## config.mk

```make
export PLATFORM = sky130hd
export DESIGN_NAME = mse_front
export DESIGN_NICKNAME = d
export VERILOG_FILES = /design/src/sv/mse_pkg.sv /design/src/sv/mse_front.sv
export SDC_FILE = /design/constraint.sdc
export NUM_CORES = 1
export LEC_CHECK = 0
export ABC_AREA = 1
export ABC_CLOCK_PERIOD_IN_PS = 5800
export BUFFER_PORTS_ARGS = -buffer_cell sky130_fd_sc_hd__buf_2
export CORE_UTILIZATION = 50
export CTS_CLUSTER_SIZE = 8
export DETAILED_ROUTE_END_ITERATION = 12
export GPL_ROUTABILITY_DRIVEN = 0
export PLACE_DENSITY = 0.83
export SLEW_MARGIN = 20
export SYNTH_ARGS = -nofsm -noshare
export SYNTH_HDL_FRONTEND = slang
export SYNTH_SLANG_ARGS = --single-unit
```

## constraint.sdc

```tcl
create_clock -name i_clk -period 5.8 [get_ports i_clk]
set_input_delay 0.29 -clock i_clk [delete_from_list [all_inputs] [get_ports i_clk]]
set_output_delay 0.29 -clock i_clk [all_outputs]
set_load 0.005 [all_outputs]
```

## src/sv/mse_pkg.sv

```systemverilog
// Shared types, op codes and sizing constants for the execute core.
// No dependencies; used by mse_front, mse_back, the top level and the testbench.
`timescale 1ns / 1ps

package mse_pkg;

    localparam int DATA_MEM_BYTES = 4096;
    localparam int MEM_WORDS      = DATA_MEM_BYTES / 4;
    localparam int WADDR_W        = $clog2(MEM_WORDS);
    localparam int FIFO_DEPTH     = 2;
    localparam int LINK_REG       = 31;

    typedef enum logic [3:0] {
        OP_ADD  = 4'd0,
        OP_ADDI = 4'd1,
        OP_SUB  = 4'd2,
        OP_MULT = 4'd3,
        OP_AND  = 4'd4,
        OP_OR   = 4'd5,
        OP_SLL  = 4'd6,
        OP_SLT  = 4'd7,
        OP_SLTI = 4'd8,
        OP_LUI  = 4'd9,
        OP_LW   = 4'd10,
        OP_SW   = 4'd11,
        OP_LI   = 4'd12,
        OP_LA   = 4'd13,
        OP_J    = 4'd14,
        OP_JAL  = 4'd15
    } t_op;

    // Decoded instruction carried from the front part to the back part.
    typedef struct packed {
        t_op         op;
        logic [4:0]  rd;
        logic [4:0]  rs;
        logic [4:0]  rt;
        logic [15:0] imm;
        logic [15:0] off;
        logic [4:0]  sh;
        logic [15:0] target;
    } t_instr;

    typedef struct packed {
        logic        wr;
        logic [4:0]  wreg;
        logic [31:0] wval;
        logic [15:0] npc;
        logic        fault;
        logic [31:0] eaddr;
    } t_result;

endpackage

```

## src/sv/mse_front.sv

```systemverilog
// Front part: accept instructions from the input stream into a short queue.
// Depends on mse_pkg.
`timescale 1ns / 1ps

module mse_front (
    input  logic             i_clk,
    input  logic             i_rst_n,
    input  logic             i_valid,
    output logic             o_ready,
    input  mse_pkg::t_instr  i_instr,
    output logic             o_valid,
    input  logic             i_ready,
    output mse_pkg::t_instr  o_instr
);
    mse_pkg::t_instr r_q [mse_pkg::FIFO_DEPTH];
    logic r_wp, r_rp;
    logic [1:0] r_cnt;
    logic push, pop;

    assign o_ready = (r_cnt != 2'(mse_pkg::FIFO_DEPTH));
    assign o_valid = (r_cnt != 2'd0);
    assign o_instr = r_q[r_rp];
    assign push    = i_valid && o_ready;
    assign pop     = o_valid && i_ready;

    always_ff @(posedge i_clk) begin
        if (push) begin
            r_q[r_wp] <= i_instr;
        end
        if (!i_rst_n) begin
            r_wp  <= 1'b0;
            r_rp  <= 1'b0;
            r_cnt <= 2'd0;
        end else begin
            if (push) r_wp <= ~r_wp;
            if (pop)  r_rp <= ~r_rp;
            r_cnt <= r_cnt + 2'(push) - 2'(pop);
        end
    end
endmodule

```

==> results of run 1 <==
==> area by class of cell <==
type	instances	area share (%)
clock buffer	21	6.104
clock inverter	11	2.514
inverter	7	0.3815
multi-input combinational	96	16.56
sequential	149	61.37
tap	140	2.428
timing repair buffer	152	10.65
==> flip-flops by register name (all words and copies together) (netlist names), named ones only <==
register,count
r_q,144
r_cnt,2
r_rp,1
r_wp,1
==> power by group <==
| group | internal (mW) | switching (mW) |
|---|---|---|
| combinational | 0.378 | 0.284 |
| clock | 0.759 | 0.391 |
| sequential | 1.37 | 0.0837 |
| total | 2.50 | 0.759 |
==> per-layer routing <==
metal	vias to the layer above	global-route usage [%]	part of all wire, %
li1	1338	-	-
met1	1421	19.65	40
met2	117	28.08	51
met3	9	7.706	8.3
met4	0	6.762	0.94
met5	-	0	0
==> path summary, 6_finish.rpt <==
kind                    start          end  slack, ns  depth (start not counted)
setup / recovery         flop  o_instr[15]       3.11                          3
hold / removal    i_instr[23]   r_q[1][23]       0.06                          1
setup reg to reg     r_cnt[0]    r_q[0][6]       3.89                          5
hold reg to reg          r_rp         flop       0.52                          2
==> synthesized netlist by cell type <==
cell type	number	area, µm²
buf_6	1	11.26
buf_12	7	140.1
nor2_1	8	30.03
mux2_4	70	1051
nand2_1	9	33.78
mux2_2	2	22.52
nand3_1	3	15.01
inv_1	7	26.28
ha_1	2	25.02
edfxtp_1	144	4324
a21oi_1	2	10.01
dfxtp_1	5	100.1
==> per-stage QoR <==
step	std cells	utilization, %	hold slack [ns]	setup slack [ns]	instance area (µm²)
finish	576	65.13	0.06118	3.107	7216
global route	576	65.13	0.04320	2.990	7216
CTS	576	65.13	0.04501	3.061	7216
detailed placement	544	59.52	0.4811	3.522	6594
global placement	544	59.52	0.4785	3.548	6594
floorplan	260	-	0.3835	1.708	5789
==> logic make-up (layout without fill, tap and decap cells) <==
| kind of cell | Yosys count | after routing |
|---|---|---|
| compound gates | 2 | 2 |
| fa+ha+maj | 2 | 2 |
| buf+inv | 15 | 191 |
| flops | 149 | 149 |
| mux | 72 | 72 |
| simple gates | 20 | 20 |
==> cells in the final DEF, fill, tap and decap left out <==
| cell type | Yosys | final |
|---|---|---|
| buf_2 | 0 | 149 |
| edfxtp_1 | 144 | 144 |
| mux2_4 | 70 | 70 |
| clkbuf_16 | 0 | 17 |
| nand2_1 | 9 | 9 |
| nor2_1 | 8 | 7 |
| inv_1 | 7 | 6 |
| bufinv_16 | 0 | 5 |
| clkinv_2 | 0 | 4 |
| clkbuf_1 | 0 | 4 |
| dfxtp_1 | 5 | 4 |
| nand3_1 | 3 | 3 |
| buf_4 | 0 | 3 |
| mux2_2 | 2 | 2 |
| a21oi_1 | 2 | 2 |
| ha_1 | 2 | 2 |
| clkinv_1 | 0 | 2 |
| nor2_4 | 0 | 1 |
| dfxtp_4 | 0 | 1 |
| clkinv_4 | 0 | 1 |
==> out/qor.log, run 1 <==
qor: status.run_status completed
qor: route.drt_first_iter_violations 150
qor: grt.grt_start_max_net_pins 73
qor: sta.timing.max_slew.rel_slack 35.13%
qor: yosys.synthesis.area_per_instance 22.27 µm²
qor: job.cap_violations 0
qor: yosys.synth_nets 338
qor: worst_setup_path.worst_ep_arrival_time 2.40 ns
qor: floorplan.die_outline_area 0.01201 mm²
qor: route.drc 0
qor: grt.grt_pass1_vias 2,936
qor: placement.portBuffers 149
qor: cells_and_area.combined_area_of_the_multi_input_logic_cells 0.001195 mm²
qor: cells_and_area.final.fill_count 772
qor: worst_setup_path.cp-end-kind output port
qor: sta.final_total_negative_setup_slack 0 ns
qor: route.postRouteAntennaNets 0
qor: grt.grt_first_pass_wirelength 14,500 µm
qor: worst_setup_path.slowest_stage dfxtp_4
qor: power_and_ir_drop.p_leak 2.900 nW
qor: worst_setup_path.data_required_time_at_the_worst_endpoint 5.51 ns
qor: route.route.vias.total 2,885
qor: yosys.synth.lib_cells_used.distinct 12
qor: floorplan.placement_rows 38
qor: yosys.synth_xor_xnor_area_share 0%
qor: sta.period_share 46.43%
qor: sta.timing.final.hold_violations 0
qor: cells_and_area.drive_gt1_share 58.03%
qor: sta.worst_clock_skew 0.01324 ns
qor: floorplan.die_h 109.6 µm
qor: route.detail_route.first_pass.iterations 5
qor: cts.cts.sinks 149
qor: cts.cts_root_buf clkbuf_16
qor: sta.finish_stage_setup_viols 0
qor: cts.cts_buffers 17
qor: worst_setup_path.cp_num_buf_inv 2
qor: hold_path.holdCritPathClass in -> reg
qor: cts.clock_tree.htree_level_count 4
qor: sta.grt_setup_unrepaired false
qor: cells_and_area.num-nets-final 501
qor: yosys.synth_top_family_by_area multiplexers
qor: yosys.synth_compound_area_share 0.1729%
qor: grt.track_usage 17.12%
qor: yosys.synthesis.instances 260
qor: sta.final-max-slew-violation-count 0
qor: route.via_per_inst 5.009
qor: cts.clock_tree.buffer_depth 2
qor: sta.timing_worst_slew_pin_value 0.9731 ns
qor: cells_and_area.antennaDiodeCount 0
qor: worst_setup_path.worstSetupPathType reg -> out
qor: floorplan.initial_core_util 52.26%
qor: route.wl_per_cell 16.94 µm
qor: grt.overflow 0
qor: power_and_ir_drop.report.power.total 3.263 mW
qor: cts.post-cts-setup-buffers 0
qor: worst_setup_path.worst_path_largest_cell_delay 0.81 ns
qor: cells_and_area.syn_to_final_growth 24.64%
qor: worst_setup_path.timing.critical_path.cells buf_4 > mux2_4 > buf_2
qor: floorplan.ioPinCount 150
qor: power_and_ir_drop.powerDensity 452.2 mW/mm²
qor: worst_setup_path.timing.critical_path.max_delay_family flip-flops
qor: floorplan.coreArea 0.01108 mm²
qor: floorplan.fp.dieW 109.6 µm
qor: cts.clk_latency 0.41 ns
qor: yosys.yosysWarnings 0
qor: route.routed_wl 9755 µm
qor: worst_setup_path.crit_path_max_fanout 37
qor: sta.max_freq 0.3713 GHz
qor: yosys.syn-cell-area 0.005789 mm²
qor: worst_setup_path.worstSetupStartpointType flop
qor: yosys.synth-simple-area-share 1.362%
qor: power_and_ir_drop.irDropWorstVdd 0.0003455 V
qor: yosys.synth_fa_ha_area_share 0.4322%
qor: yosys.ys_seq_elements 149
qor: yosys.post_synth_mux_area_share 18.54%
qor: cts.number_of_hold_buffers_added_after_cts 0
qor: cts.tritoncts_clock_tree yes
qor: yosys.synth.yosys.seq_area_share 76.42%
qor: placement.hpwlAfterDp 6285 µm
qor: cts.clk_pin_slew_worst_paths 0.06 ns
qor: cts.post_cts_resize_count 0
qor: cells_and_area.seq_area 0.004428 mm²
qor: grt.grt_antenna_before_repair 0
qor: sta.post-route-min-period 2.693 ns
No activity file was read; power rests on OpenSTA's default activity.
==> run 2: changes to the inputs <==
- ABC_CLOCK_PERIOD_IN_PS: 5800 -> 2700
- clock period: 5.8 -> 2.7 ns (I/O delays scaled with it)
==> out/qor.log, run 2 (synthesis results as in run 1) <==
qor: status.run_status completed
qor: grt.track_usage 18.74%
qor: grt.overflow 0
qor: sta.grt_setup_unrepaired false
qor: worst_setup_path.worst_ep_arrival_time 1.98 ns
qor: cts.clk_pin_slew_worst_paths 0.06 ns
qor: route.routed_wl 10,780 µm
qor: sta.max_freq 0.4730 GHz
qor: cts.tritoncts_clock_tree yes
qor: job.cap_violations 0
qor: floorplan.initial_core_util 52.26%
qor: sta.timing.final.hold_violations 0
qor: cells_and_area.num-nets-final 578
qor: cells_and_area.largest-register r_q
qor: cts.clock_tree.buffer_depth 2
qor: cells_and_area.antennaDiodeCount 0
qor: route.via_per_inst 4.876
qor: grt.grt_pass1_vias 3,306
qor: cts.clk_latency 0.40 ns
qor: floorplan.coreArea 0.01108 mm²
qor: worst_setup_path.crit_path_max_fanout 31
qor: floorplan.ioPinCount 150
qor: floorplan.placement_rows 38
qor: worst_setup_path.worst_r2r_setup_slack 0.93 ns
qor: placement.hpwlAfterDp 6602 µm
qor: route.postRouteAntennaNets 0
qor: grt.grt_start_max_net_pins 46
qor: route.route.vias.total 3,174
qor: worst_setup_path.timing.rr.start r_cnt[0]
qor: power_and_ir_drop.irDropWorstVdd 0.0006790 V
qor: cts.clock_tree.htree_level_count 4
qor: sta.worst_clock_skew 0.008140 ns
qor: cells_and_area.final_cell_mix 149 x buf_2, 144 x edfxtp_1, 74 x dlygate4sd3_1
qor: sta.period_share 78.31%
qor: cts.cts_buffers 17
qor: floorplan.die_outline_area 0.01201 mm²
qor: power_and_ir_drop.p_leak 3.233 nW
qor: worst_setup_path.reg2reg_depth 5
qor: power_and_ir_drop.report.power.total 7.222 mW
qor: route.drc 0
qor: worst_setup_path.cp-end-kind output port
qor: floorplan.fp.dieW 109.6 µm
qor: cts.cts.sinks 149
qor: sta.final-max-slew-violation-count 0
qor: cells_and_area.largest_register_ff_count 144
qor: power_and_ir_drop.powerDensity 900.2 mW/mm²
qor: sta.final_total_negative_setup_slack 0 ns
qor: floorplan.die_h 109.6 µm
qor: placement.portBuffers 149
qor: route.wl_per_cell 16.55 µm
qor: sta.finish_stage_setup_viols 0
qor: sta.timing_worst_slew_pin_value 0.6250 ns
qor: grt.grt_first_pass_wirelength 16,210 µm
qor: route.drt_first_iter_violations 139
qor: sta.post-route-min-period 2.114 ns
qor: cts.post_cts_resize_count 0
qor: hold_path.holdCritPathClass in -> reg
qor: hold_path.whs_path_depth 4
qor: route.detail_route.first_pass.iterations 5
qor: worst_setup_path.worstSetupPathType reg -> out
qor: sta.timing.max_slew.rel_slack 58.34%
qor: cells_and_area.layout.cells.most_common buf_2
qor: cts.cts_root_buf clkbuf_16
qor: worst_setup_path.worstSetupStartpointType flop
qor: worst_setup_path.data_required_time_at_the_worst_endpoint 2.57 ns
qor: cells_and_area.drive_gt1_share 49.90%
qor: cells_and_area.biggestRegsByFlops r_q x144, r_cnt x2
qor: hold_path.hold_path_startpoint i_ready
qor: cells_and_area.syn_to_final_growth 38.58%
qor: grt.grt_antenna_before_repair 0
qor: worst_setup_path.rr_endpoint r_q[1][32]
-- run 2: report_power, final --
| part | total [mW] | switching (mW) | internal (mW) |
|---|---|---|---|
| combinational | 1.58 | 0.668 | 0.910 |
| sequential | 3.10 | 0.167 | 2.93 |
| clock | 2.55 | 0.832 | 1.71 |
-- run 2: timing repair --
item / 4_1_cts / 5_1_grt
setup buffers: 0 / 0
endpoints found under the hold margin: 147 / 0
hold buffers: 74 / 0
-- run 2: worst max path at each step --
stage              from          end  slack [ns]  depth (start not counted)
6_report           flop  o_instr[30]        0.59                          3
5_1_grt            flop  o_instr[30]        0.50                          3
4_1_cts            flop  o_instr[30]        0.54                          3
3_5_place_dp   r_cnt[0]    r_q[1][6]        0.90                          5
3_3_place_gp   r_cnt[0]   r_q[1][34]        1.00                          5
2_1_floorplan  r_cnt[0]    r_q[1][0]        0.27                          4
-- run 2: layer usage --
metal / wire (µm) / up-vias / GRT usage [%] / share of wire [%]
li1: - / 1480 / - / -
met1: 4181 / 1554 / 20.51 / 39
met2: 5869 / 134 / 34.32 / 54
met3: 651 / 6 / 5.809 / 6.0
met4: 74 / 0 / 6.286 / 0.69
met5: 0 / - / 0 / 0
-- run 2: area by class of cell --
| type | count | area (µm²) |
|---|---|---|
| Sequential cell | 149 | 4428 |
| Fill cell | 666 | 3055 |
| Timing Repair Buffer | 229 | 1556 |
| Multi-Input combinational cell | 96 | 1195 |
| Clock buffer | 19 | 432.9 |
| Clock inverter | 11 | 207.7 |
| Tap cell | 140 | 175.2 |
| Inverter | 7 | 27.53 |
-- run 2: metrics by stage --
| step | utilization [%] | cells | area (µm²) | hold slack, ns | setup WS [ns] |
|---|---|---|---|---|---|
| floorplan | - | 260 | 5797 | 0.2285 | 0.2669 |
| global placement | 59.95 | 547 | 6641 | 0.3227 | 1.004 |
| detailed placement | 59.95 | 547 | 6641 | 0.3256 | 0.9021 |
| CTS | 72.42 | 651 | 8023 | 0.04153 | 0.5402 |
| global route | 72.42 | 651 | 8023 | 0.08960 | 0.5006 |
| finish | 72.42 | 651 | 8023 | 0.05832 | 0.5857 |
-- run 2: worst max-delay path, cell delays in order (launching register included) --
cell and delay (ns):
dfxtp_4 0.74, buf_4 0.36, mux2_4 0.32, buf_2 0.14
==> run 3: changes to the inputs <==
- ABC_AREA: 1 -> 0
- ABC_CLOCK_PERIOD_IN_PS: 2700 -> 2200
- clock period: 2.7 -> 2.2 ns (I/O delays scaled with it)
==> out/qor.log, run 3 <==
qor: status.run_status completed
qor: sta.max_freq 0.5772 GHz
qor: worst_setup_path.worstSetupStartpointType flop
qor: worst_setup_path.crit_path_max_fanout 4
qor: worst_setup_path.timing.critical_path.cells nand2b_1 > nand2_1 > ha_1 > inv_1 > ha_1 > xnor2_1 > xnor2_1 > and2_1
qor: cells_and_area.largest_register_ff_count 144
qor: yosys.synthesis.area_per_instance 23.32 µm²
qor: cts.post-cts-setup-buffers 0
qor: yosys.number_of_flops_mapped_to_enable_cells_by_yosys 144
qor: worst_setup_path.timing.critical_path.max_delay_family adder cells
qor: hold_path.whs_path_depth 3
qor: power_and_ir_drop.irDropWorstVdd 0.0006334 V
qor: worst_setup_path.worstSetupPathType reg -> reg
qor: worst_setup_path.reg2reg_depth 8
qor: hold_path.hold-path-endpoint r_wp
qor: placement.hpwlAfterDp 6236 µm
qor: grt.grt_antenna_before_repair 0
qor: sta.timing_worst_slew_pin_value 0.4960 ns
qor: placement.portBuffers 149
qor: route.route.vias.total 3,057
qor: cts.cts_root_buf clkbuf_16
qor: worst_setup_path.worst_r2r_setup_slack 0.47 ns
qor: cells_and_area.drive_gt1_share 51.90%
qor: yosys.synth_nets 326
qor: cells_and_area.num-nets-final 567
qor: job.cap_violations 0
qor: cts.clk_pin_slew_worst_paths 0.06 ns
qor: sta.period_share 78.75%
qor: placement.placed_cell_area 0.006666 mm²
qor: route.wl_per_cell 17.01 µm
qor: floorplan.fp.dieW 109.5 µm
qor: cells_and_area.largest-register r_q
qor: floorplan.initial_core_util 52.43%
qor: worst_setup_path.worst_path_largest_cell_delay 0.36 ns
qor: yosys.synthesis.instances 248
qor: route.drc 0
qor: route.via_per_inst 4.769
qor: cts.cts.sinks 149
qor: cells_and_area.final.fill_count 675
qor: yosys.syn-cell-area 0.005783 mm²
qor: power_and_ir_drop.p_leak 3.198 nW
qor: cts.clock_tree.buffer_depth 2
qor: sta.grt_setup_unrepaired false
qor: yosys.yosys.cell_count.top_type edfxtp_1
qor: worst_setup_path.slowest_stage dfxtp_1
qor: cts.clock_tree.htree_level_count 4
qor: floorplan.ioPinCount 150
qor: yosys.synth_flop_cell edfxtp_1
qor: cells_and_area.layout.cells.most_common buf_2
qor: sta.timing.final.hold_violations 0
qor: grt.track_usage 18.77%
qor: power_and_ir_drop.report.power.total 8.839 mW
qor: cts.cts_buffers 17
qor: yosys.synth.yosys.seq_area_share 76.50%
qor: yosys.yosysWarnings 0
qor: route.routed_wl 10,900 µm
qor: worst_setup_path.timing.rr.start r_cnt[0]
qor: cells_and_area.antennaDiodeCount 0
qor: sta.timing.max_slew.rel_slack 66.93%
qor: worst_setup_path.cp-end-kind flop
qor: yosys.top_post_synthesis_cells_by_count 144 x edfxtp_1, 70 x mux2_4, 7 x buf_12
qor: yosys.synth_top_area_share 74.77%
qor: sta.finish_stage_setup_viols 0
qor: cts.clk_latency 0.40 ns
qor: cells_and_area.syn_to_final_growth 38.84%
qor: floorplan.die_outline_area 0.01200 mm²
qor: worst_setup_path.cp_num_buf_inv 1
qor: hold_path.holdCritPathClass in -> reg
qor: worst_setup_path.critical_path_cell_count 8
qor: sta.final-max-slew-violation-count 0
qor: grt.overflow 0
qor: cells_and_area.stdcell_area 0.008029 mm²
qor: power_and_ir_drop.powerDensity 1101 mW/mm²
qor: worst_setup_path.rr_endpoint r_cnt[1]
qor: sta.worst_clock_skew 0.01275 ns
qor: yosys.synthDominantAreaCellType edfxtp_1
qor: yosys.postSynth.asyncResetShare 0%
qor: cells_and_area.final_cell_mix 149 x buf_2, 144 x edfxtp_1, 73 x dlygate4sd3_1
qor: worst_setup_path.worst_ep_arrival_time 2.03 ns
qor: cts.tritoncts_clock_tree yes
qor: yosys.synth.lib_cells_used.distinct 18
qor: sta.final_total_negative_setup_slack 0 ns
qor: yosys.synth.area.top_cells edfxtp_1 75%, mux2_4 18%, buf_12 2.4%
qor: route.detail_route.first_pass.iterations 4
qor: floorplan.placement_rows 38
qor: worst_setup_path.data_required_time_at_the_worst_endpoint 2.49 ns
qor: route.postRouteAntennaNets 0
qor: route.drt_first_iter_violations 74
qor: hold_path.hold_path_startpoint i_valid
qor: cts.post_cts_resize_count 0
qor: floorplan.die_h 109.5 µm
qor: grt.grt_pass1_vias 3,274
qor: grt.grt_first_pass_wirelength 15,990 µm
qor: sta.post-route-min-period 1.733 ns
qor: grt.grt_start_max_net_pins 46
qor: yosys.ys_seq_elements 149
qor: sta.whs 0.1237 ns
qor: floorplan.coreArea 0.01103 mm²
qor: cells_and_area.biggestRegsByFlops r_q x144, r_cnt x2
## run 3: cell count changes after synthesis, sizes merged
cell	delta
a21oi	-2
and2	+2
and3	+1
inv	-6
mux2i	+1
nand2	-7
nand2b	+2
nand3	-3
nor2	-7
nor2b	+2
o21a	+1
or2	+1
xnor2	+3
## run 3: stage by stage
stage	util, %	cells	worst slack [ns]
after floorplan	-	248	0.08095
after global placement	60.44	537	0.5768
after detailed placement	60.44	537	0.4719
after CTS	72.79	641	0.4564
after global routing	72.79	641	0.3281
final	72.79	641	0.4675
## run 3: layout make-up
cell class / count / area (µm²) / area share [%]
tap: 140 / 175.2 / 2.182
timing repair buffer: 230 / 1574 / 19.60
clock buffer: 22 / 454.2 / 5.657
sequential: 149 / 4428 / 55.15
clock inverter: 9 / 177.7 / 2.213
inverter: 1 / 3.754 / 0.04675
multi-input combinational: 90 / 1216 / 15.15
## run 3: power breakdown
group          switching (mW)  leakage, nW  internal (mW)
Clock                    1.03        0.296           2.04
Combinational           0.890         1.51           1.19
Sequential              0.118         1.39           3.57
Total                    2.04         3.20           6.80
## run 3: repair_timing
item	in CTS	in global routing
endpoints found under the setup margin	0	0
hold buffers	73	0
endpoints found under the hold margin	149	0
## run 3: worst reg2reg max path, stage by stage, from the launching register on
cell      delay (ns)
dfxtp_1         0.36
nand2b_1        0.16
nand2_1         0.15
ha_1            0.32
inv_1           0.04
ha_1            0.18
xnor2_1         0.14
xnor2_1         0.12
and2_1          0.15
## run 3: logic make-up (layout without fill, tap and decap cells)
| group | after synthesis | after routing | share of synthesized area, % |
|---|---|---|---|
| flops | 149 | 149 | 76.50 |
| mux | 73 | 73 | 18.74 |
| simple gates | 11 | 11 | 1.060 |
| buf+inv | 9 | 262 | 2.683 |
| xor+xnor | 3 | 3 | 0.4544 |
| fa+ha+maj | 2 | 2 | 0.4326 |
| compound gates | 1 | 1 | 0.1299 |
## run 3: worst max path at each step
stage	slack, ns	to	start
after global routing	0.33	r_cnt[1]	r_cnt[0]
final	0.47	r_cnt[1]	r_cnt[0]
after global placement	0.58	r_cnt[1]	r_cnt[0]
after detailed placement	0.47	r_cnt[1]	r_cnt[0]
after floorplan	0.08	r_q[0][0]	r_cnt[0]
after CTS	0.46	r_cnt[1]	r_cnt[0]
## run 3: metal layers
metal	up-vias	routed length, µm	track usage (%)
met4	0	85	6.381
met1	1478	4300	19.60
met5	-	0	0
met3	10	675	6.283
li1	1460	-	-
met2	109	5842	35.04
